[config.mk]
export PLATFORM = sky130hd
export DESIGN_NAME = salc_ctrl
export DESIGN_NICKNAME = d
export VERILOG_FILES = /design/src/rtl/core/salc_pkg.sv /design/src/rtl/core/salc_ctrl.sv
export SDC_FILE = /design/constraint.sdc
export NUM_CORES = 1
export LEC_CHECK = 0
export ABC_AREA = 0
export BUFFER_PORTS_ARGS = -buffer_cell sky130_fd_sc_hd__buf_4
export CORE_AREA = 2 2 39 41
export CTS_CLUSTER_SIZE = 14
export DETAILED_ROUTE_END_ITERATION = 12
export DIE_AREA = 0 0 41 43
export GPL_TIMING_DRIVEN = 0
export PLACE_DENSITY = 0.54
export SLEW_MARGIN = 0
export SYNTH_ARGS = -nofsm -noshare
export SYNTH_HDL_FRONTEND = slang
export SYNTH_SLANG_ARGS = --single-unit
export TNS_END_PERCENT = 10
[constraint.sdc]
create_clock -name clk -period 1 [get_ports clk]
set_clock_uncertainty 0.05 [all_clocks]
set_input_delay 0.15 -clock clk [delete_from_list [all_inputs] [get_ports clk]]
set_output_delay 0.15 -clock clk [all_outputs]
set_load 0.02 [all_outputs]
[src/rtl/core/salc_pkg.sv]
package salc_pkg;

    // Fixed field widths of the item and the configuration port.
    localparam int ADDR_W      = 64;
    localparam int OP_W        = 2;
    localparam int OUTCOME_W   = 2;
    localparam int CNT_W       = 32;
    localparam int TAG_W       = 62;
    localparam int AGE_W       = 3;
    localparam int SET_BITS_W  = 4;
    localparam int WAYS_W      = 4;
    localparam int OFFSET_W    = 5;
    localparam int SB_W        = 5;
    localparam int SHIFT_W     = 6;
    localparam int CFG_IDX_W   = 2;
    localparam int CFG_DATA_W  = 5;
    localparam int MAX_OFFSET  = 16;

    // Default geometry.
    localparam int DEF_MAX_SET_BITS = 10;
    localparam int DEF_MAX_WAYS     = 8;

    // Ages saturate at this rank.
    localparam logic [AGE_W-1:0] AGE_MAX = 3'd7;

    // Register reset values.
    localparam logic [SET_BITS_W-1:0] SET_BITS_RST = 4'd4;
    localparam logic [WAYS_W-1:0]     WAYS_RST     = 4'd1;
    localparam logic [OFFSET_W-1:0]   OFFSET_RST   = 5'd4;

    // Register indexes.
    localparam logic [CFG_IDX_W-1:0] CFG_SET_BITS    = 2'd0;
    localparam logic [CFG_IDX_W-1:0] CFG_WAYS_IN_USE = 2'd1;
    localparam logic [CFG_IDX_W-1:0] CFG_OFFSET_BITS = 2'd2;

    // Operation codes.
    localparam logic [OP_W-1:0] OP_LOAD    = 2'd0;
    localparam logic [OP_W-1:0] OP_STORE   = 2'd1;
    localparam logic [OP_W-1:0] OP_MODIFY  = 2'd2;
    localparam logic [OP_W-1:0] OP_UNKNOWN = 2'd3;

    // Outcome codes.
    localparam logic [OUTCOME_W-1:0] OUT_HIT   = 2'd0;
    localparam logic [OUTCOME_W-1:0] OUT_MISS  = 2'd1;
    localparam logic [OUTCOME_W-1:0] OUT_EVICT = 2'd2;

    // Controller states.
    typedef enum logic [2:0] {
        ST_CLEAR,
        ST_IDLE,
        ST_READ,
        ST_CMP,
        ST_WRITE,
        ST_FINISH
    } state_t;

    // Commands from the controller to the datapath.
    typedef struct packed {
        logic clear_en;
        logic accept;
        logic read_en;
        logic cmp_en;
        logic write_en;
        logic second;
        logic load_out;
    } ctrl_cmd_t;

    // Status from the datapath to the controller.
    typedef struct packed {
        logic clr_last;
        logic in_lookup;
        logic is_modify;
        logic out_free;
    } ctrl_sts_t;

endpackage

[src/rtl/core/salc_ctrl.sv]
module salc_ctrl (
    input  logic                 clk,
    input  logic                 rst_n,
    input  salc_pkg::ctrl_sts_t  sts,
    output salc_pkg::ctrl_cmd_t  cmd,
    input  logic                 in_valid,
    output logic                 in_stall
);
    import salc_pkg::*;

    state_t state_reg;
    state_t state_next;
    logic   second_reg;
    logic   second_next;

    // State and pass registers.
    always_ff @(posedge clk or negedge rst_n)
    begin
        if (!rst_n)
        begin
            state_reg  <= ST_CLEAR;
            second_reg <= 1'b0;
        end
        else
        begin
            state_reg  <= state_next;
            second_reg <= second_next;
        end
    end

    // Next state and commands.
    always_comb
    begin
        state_next  = state_reg;
        second_next = second_reg;
        cmd         = '0;
        cmd.second  = second_reg;
        in_stall    = 1'b1;
        case (state_reg)
            ST_CLEAR:
            begin
                cmd.clear_en = 1'b1;
                if (sts.clr_last)
                begin
                    state_next = ST_IDLE;
                end
            end
            ST_IDLE:
            begin
                in_stall = 1'b0;
                if (in_valid)
                begin
                    cmd.accept  = 1'b1;
                    second_next = 1'b0;
                    state_next  = sts.in_lookup ? ST_READ : ST_FINISH;
                end
            end
            ST_READ:
            begin
                cmd.read_en = 1'b1;
                state_next  = ST_CMP;
            end
            ST_CMP:
            begin
                cmd.cmp_en = 1'b1;
                state_next = ST_WRITE;
            end
            ST_WRITE:
            begin
                cmd.write_en = 1'b1;
                if (sts.is_modify && !second_reg)
                begin
                    second_next = 1'b1;
                    state_next  = ST_READ;
                end
                else if (sts.out_free)
                begin
                    cmd.load_out = 1'b1;
                    state_next   = ST_IDLE;
                end
                else
                begin
                    state_next = ST_FINISH;
                end
            end
            ST_FINISH:
            begin
                if (sts.out_free)
                begin
                    cmd.load_out = 1'b1;
                    state_next   = ST_IDLE;
                end
            end
            default:
            begin
                state_next = ST_IDLE;
            end
        endcase
    end

`ifndef SYNTHESIS
    // A result is only loaded into a free output register.
    a_load_needs_room: assert property (@(posedge clk) disable iff (!rst_n)
        cmd.load_out |-> sts.out_free)
        else $error("result loaded while output register busy");

    // A second lookup is only ever done for a modify.
    a_second_only_modify: assert property (@(posedge clk) disable iff (!rst_n)
        (cmd.write_en && cmd.second) |-> sts.is_modify)
        else $error("second lookup for an item that is not a modify");
`endif

endmodule

==> results of run 1 <==
==> final cells by class <==
type                    instances  area, um^2  area share
multi-input cells              25         189       0.374
repair buffers                 18         149       0.295
flip-flops and latches          4         104       0.205
clock buffers                   3        22.5      0.0446
well taps                      16        20.0      0.0396
inverters                       3        13.8      0.0272
plain buffers                   1        7.51      0.0149
==> kinds of logic after synthesis <==
family                 Yosys count
AO/OA/AOI/OAI                   12
buffers and inverters            5
flip-flops                       4
AND/OR/NAND/NOR                 13
==> layer usage <==
metal,global-route usage,part of all wire
met5,0,0
met4,0.0800,0.022
met3,0.0366,0.066
met2,0.134,0.47
met1,0.126,0.43
==> cells in the mapped netlist <==
library cell | n | area [um^2]
o21ai_2 | 1 | 8.76
and2b_1 | 1 | 7.51
nand3b_1 | 1 | 7.51
nand2b_4 | 1 | 13.8
a21oi_1 | 3 | 15.0
nor2_1 | 3 | 11.3
nand2b_1 | 1 | 6.26
o21a_1 | 2 | 15.0
nor3_1 | 2 | 10.0
o21ai_0 | 2 | 10.0
nand2_1 | 1 | 3.75
o21ai_1 | 1 | 5.00
o22ai_1 | 2 | 12.5
o31ai_1 | 1 | 7.51
dfrtp_1 | 4 | 100
nor2_2 | 1 | 6.26
nand2b_2 | 1 | 8.76
inv_1 | 2 | 7.51
inv_2 | 1 | 3.75
buf_4 | 2 | 15.0
nor2b_4 | 1 | 13.8
==> worst max-delay path, stage by stage (launching register included) <==
cell and delay (ps):
dfrtp_2 430, nand2b_4 150, nand2b_4 150, nor2_4 80, buf_6 110
==> per-stage QoR <==
stage / worst slack [ps] / utilization / setup TNS, ps / hold slack (ps)
6_report: -360 / 0.365 / -2480 / 79.0
5_1_grt: -421 / 0.365 / -3050 / 67.8
4_1_cts: -371 / 0.358 / -2590 / 74.0
3_5_place_dp: -216 / 0.317 / -1050 / -104
3_3_place_gp: -223 / 0.317 / -1080 / -103
2_1_floorplan: -138 / - / -482 / -196
==> power by group <==
part / leakage (nW) / switching, mW / total (mW) / internal, mW
Sequential: 0.0445 / 0.165 / 0.415 / 0.250
Combinational: 0.176 / 0.475 / 1.02 / 0.541
Clock: 0.0138 / 0.0617 / 0.196 / 0.134
==> worst max-delay path by stage <==
stage | from | to | slack [ps] | cells after the start
floorplan | state_reg[2] | cmd[5] | -140 | 3
global route | state_reg[2] | cmd[5] | -420 | 4
CTS | state_reg[2] | cmd[5] | -370 | 4
detailed placement | state_reg[2] | cmd[2] | -220 | 4
global placement | state_reg[2] | cmd[2] | -220 | 4
finish | state_reg[2] | cmd[5] | -360 | 4
==> layout by cell type (no fill, tap or decap) <==
master and n:
buf_6 3, o31ai_1 1, o21ai_2 1, nor3_2 2, nand2_1 1, nand3b_1 1
dlygate4sd3_1 1, nor2b_4 1, and2b_1 1, nor2_1 2, dfrtp_2 3, o21ai_1 2
nand2b_4 2, a21oi_2 1, o22ai_1 2, nor2_4 1, a21oi_1 2, o21a_1 2
o21ai_0 1, nor2_2 1, dfrtp_1 1, clkbuf_4 3, inv_4 1, buf_4 15
inv_1 2, nand2b_1 1
==> timing repair <==
item	CTS	global route
resized for setup	6	1
buffers inserted	2	1
endpoints found under the hold margin	4	0
endpoints found under the setup margin	12	12
pin swaps	3	0
hold buffers	1	0
==> impl_metrics.tcl, run 1 <==
set metrics [dict create \
    status "finished with violations" \
    violations "setup timing" \
    die_x_um 41 \
    die_area_um2 1760 \
    avgSynthCellArea_um2 8.50 \
    fmax_mhz 736 \
    diodes 0 \
    synthSimpleGateAreaFrac 0.307 \
    hold_viol_final 0 \
    worst_slack_ps -360 \
    drc 0 \
    fin_cells 70 \
    fin_crit_ps 1360 \
    hpwlAfterDp_um 523 \
    seq_area_frac_synth 0.346 \
    setup.reg_to_reg.worst_slack_ps -120 \
    vias_per_cell 4.39 \
    leakage_nw 0.234 \
    grt_usage 0.102 \
    required_ps 800 \
    crit_type "reg2out" \
    synth_area_um2 289 \
    placed_area_um2 439 \
    peakVddDrop_v 0.00102 \
    yosys_warnings 0 \
    grt_max_degree 10 \
    drive_gt1_frac 0.630 \
    synth_fa_ha_area_frac 0 \
    globalplace.congestion 0.722 \
    r2r-start "state_reg[2]" \
    firstDrtPassIters 2 \
    r2r-end "state_reg[1]" \
    grt_pass1_vias 300 \
    cts_buffers 3 \
    finalSetupViolations 12 \
    clock_latency_ps 230 \
    fin_total_pwr_mw 1.63 \
    worstHoldPathCells 2 \
    relSlewSlack 0.857 \
    rsz0062_at_grt "yes" \
    synth-xor-area-share 0 \
    rows 14 \
    htree_levels 1 \
    post_drt_wl_per_cell_um 10.2 \
    cap_viol_max_count 0 \
    drtAntennaViolNets 0 \
    fin_crit_sh 1.36 \
    min_from "sts[0]" \
    fin_area_um2 505 \
    vias 307 \
    syn_to_final_growth_pct 74.9 \
    tightest_slew_ps 214 \
    routed_wl_um 713 \
    portBuffers 14 \
    largest_reg_flops 3 \
    dieHeight_um 43 \
    ys_ff_latch 4 \
    cts_tree "done" \
    clockBufferDepth 2 \
    initial_core_util 0.209 \
    cp_max_fo 5 \
    layout.nets 63 \
    drv_slew 0 \
    clk_pin_slew_ps 40 \
    reg2regPathDepth 4 \
    clock_sinks 4 \
    power_density_nw_per_um2 3220 \
    synth.area.mux_share 0 \
    setup.worst_path.start_class "flip-flop" \
    min_to "state_reg[2]" \
    syn_nets 41 \
    yosysUniqueCellTypes 21 \
    fillCellCount 154 \
    clock-root-buffer "clkbuf_4" \
    grt_pass1_wl_mm 1.17 \
    arrival_ps 1160 \
    syn-instance-count 34 \
    post-place-cells 64 \
    core_region_area_um2 1380 \
    io-pin-count 15 \
    synth_compound_area_frac 0.255 \
    antenna_found_initial 0 \
    hold_path.class "in2reg" \
    synth_top_family_by_area "simple AND/OR/NAND/NOR gates" \
    overflow 0 \
    endpoint_kind "output port" \
    drt_iter0_drc 1 \
]
Note: power is estimated with default switching activity, not from simulation.
==> run 2, diff against run 1 <==
SETUP_SLACK_MARGIN = 0.3   (was not set)
==> run 2 against run 1 <==
Compared with the run above:
- clock power about the same
- the flow still finishes with violations (setup timing)
- highest routed layer unchanged
- critical path depth unchanged
- sequential power about the same
==> impl_metrics.tcl, run 2 (synthesis gave the netlist of run 1 again) <==
set metrics [dict create \
    hpwlAfterDp_um 523 \
    portBuffers 14 \
    antenna_found_initial 0 \
    diodes 0 \
    post_drt_wl_per_cell_um 10.2 \
    fillCellCount 154 \
    grt_usage 0.102 \
    grt_max_degree 10 \
    violations "setup timing" \
    largest_reg_flops 3 \
    hold_path.class "in2reg" \
    slowest_stage "dfrtp_2" \
    fin_crit_ps 1410 \
    hold_viol_final 0 \
    status "finished with violations" \
    rsz0062_at_grt "yes" \
    grt_pass1_wl_mm 1.17 \
    clk_pin_slew_ps 40 \
    overflow 0 \
    cp_max_fo 5 \
    critPathMaxStageDelay_ps 430 \
    drt_iter0_drc 1 \
    initial_core_util 0.209 \
    firstDrtPassIters 2 \
    core_region_area_um2 1380 \
    cap_viol_max_count 0 \
    setup.worst_path.start_class "flip-flop" \
    io-pin-count 15 \
    required_ps 800 \
    dp_slack_ps -216 \
    mostFrequentLayoutCells "15 x buf_4, 4 x buf_6, 3 x nand2b_4, 3 x clkbuf_4, 3 x dfrtp_2" \
    clock-root-buffer "clkbuf_4" \
    arrival_ps 1210 \
    setup-tns-final_ps -2620 \
    drive_gt1_frac 0.655 \
    syn_to_final_growth_pct 80.5 \
    vias 307 \
    mostFrequentLayoutCell "buf_4" \
    clockBufferDepth 2 \
    die_area_um2 1760 \
    endpoint_kind "output port" \
    layout.nets 64 \
    cts_tree "done" \
    tightest_slew_ps 214 \
    setup.reg_to_reg.worst_slack_ps -120 \
    vias_per_cell 4.32 \
    dieHeight_um 43 \
    clock_sinks 4 \
    power_density_nw_per_um2 3200 \
    globalplace.congestion 0.722 \
    path_cells "nor2b_4 > and2b_1 > buf_4 > buf_6" \
    whs_ps 79.4 \
    peakVddDrop_v 0.00102 \
    drc 0 \
    relSlewSlack 0.858 \
    worst_slack_ps -406 \
    routed_wl_um 725 \
    die_x_um 41 \
    clock_latency_ps 230 \
    drtAntennaViolNets 0 \
    rows 14 \
    crit_type "reg2out" \
    htree_levels 1 \
    fmax_mhz 711 \
    finalSetupViolations 12 \
    grt_pass1_vias 300 \
    drv_slew 0 \
    leakage_nw 0.246 \
    cts_buffers 3 \
    fin_crit_sh 1.41 \
]
run 2: changes by cell type in the layout (fill, tap and decap cells not counted), sizes merged:
cell | before | now
buf | 18 | 19
run 2: what timing repair did:
action / in CTS / in global routing
endpoints found under the hold margin: 4 / 0
setup endpoints to repair: 12 / 12
gates resized for setup: 7 / 1
buffers inserted: 2 / 1
hold buffers: 1 / 0
pin swaps: 3 / 0
run 2: through the flow:
step	utilization	instances	cell area (um^2)	total power, mW
6_report	0.377	71	522	1.67
5_1_grt	0.377	71	522	1.79
4_1_cts	0.366	70	507	1.64
3_5_place_dp	0.317	64	439	1.30
3_3_place_gp	0.317	64	439	1.29
2_1_floorplan	-	34	314	1.00
run 2: path summary, 6_finish.rpt:
kind / start / to / cells past startpoint
max in group asynchronous: rst_n / state_reg[1] / 2
worst max register to register: state_reg[2] / state_reg[1] / 4
worst max-delay path: state_reg[2] / cmd[2] / 4
min in group asynchronous: rst_n / second_reg / 2
worst min-delay path: sts[0] / state_reg[2] / 2
worst min register to register: second_reg / second_reg / 2
run 2: report_power, final:
part | internal (mW) | switching, mW | leakage [nW]
Combinational | 0.580 | 0.484 | 0.187
Sequential | 0.250 | 0.161 | 0.0445
Clock | 0.134 | 0.0616 | 0.0138
Total | 0.964 | 0.707 | 0.246
run 2: layer usage:
layer | vias up | share of wire | global-route usage
li1 | 158 | - | -
met1 | 135 | 0.43 | 0.126
met2 | 12 | 0.48 | 0.134
met3 | 2 | 0.065 | 0.0366
met4 | 0 | 0.022 | 0.0800
met5 | - | 0 | 0
run 2: layout make-up:
class	count	area (um^2)	area share
plain buffers	2	15.0	0.0288
clock buffers	3	22.5	0.0432
repair buffers	18	153	0.293
well taps	16	20.0	0.0384
inverters	3	11.3	0.0216
multi-input cells	25	196	0.376
flip-flops and latches	4	104	0.199
run 2: critical path, delay by kind of cell (launching register included):
family / cells / cell delay, ps
flip-flops: 1 / 430
AND/OR/NAND/NOR: 2 / 300
buffers and inverters: 2 / 240
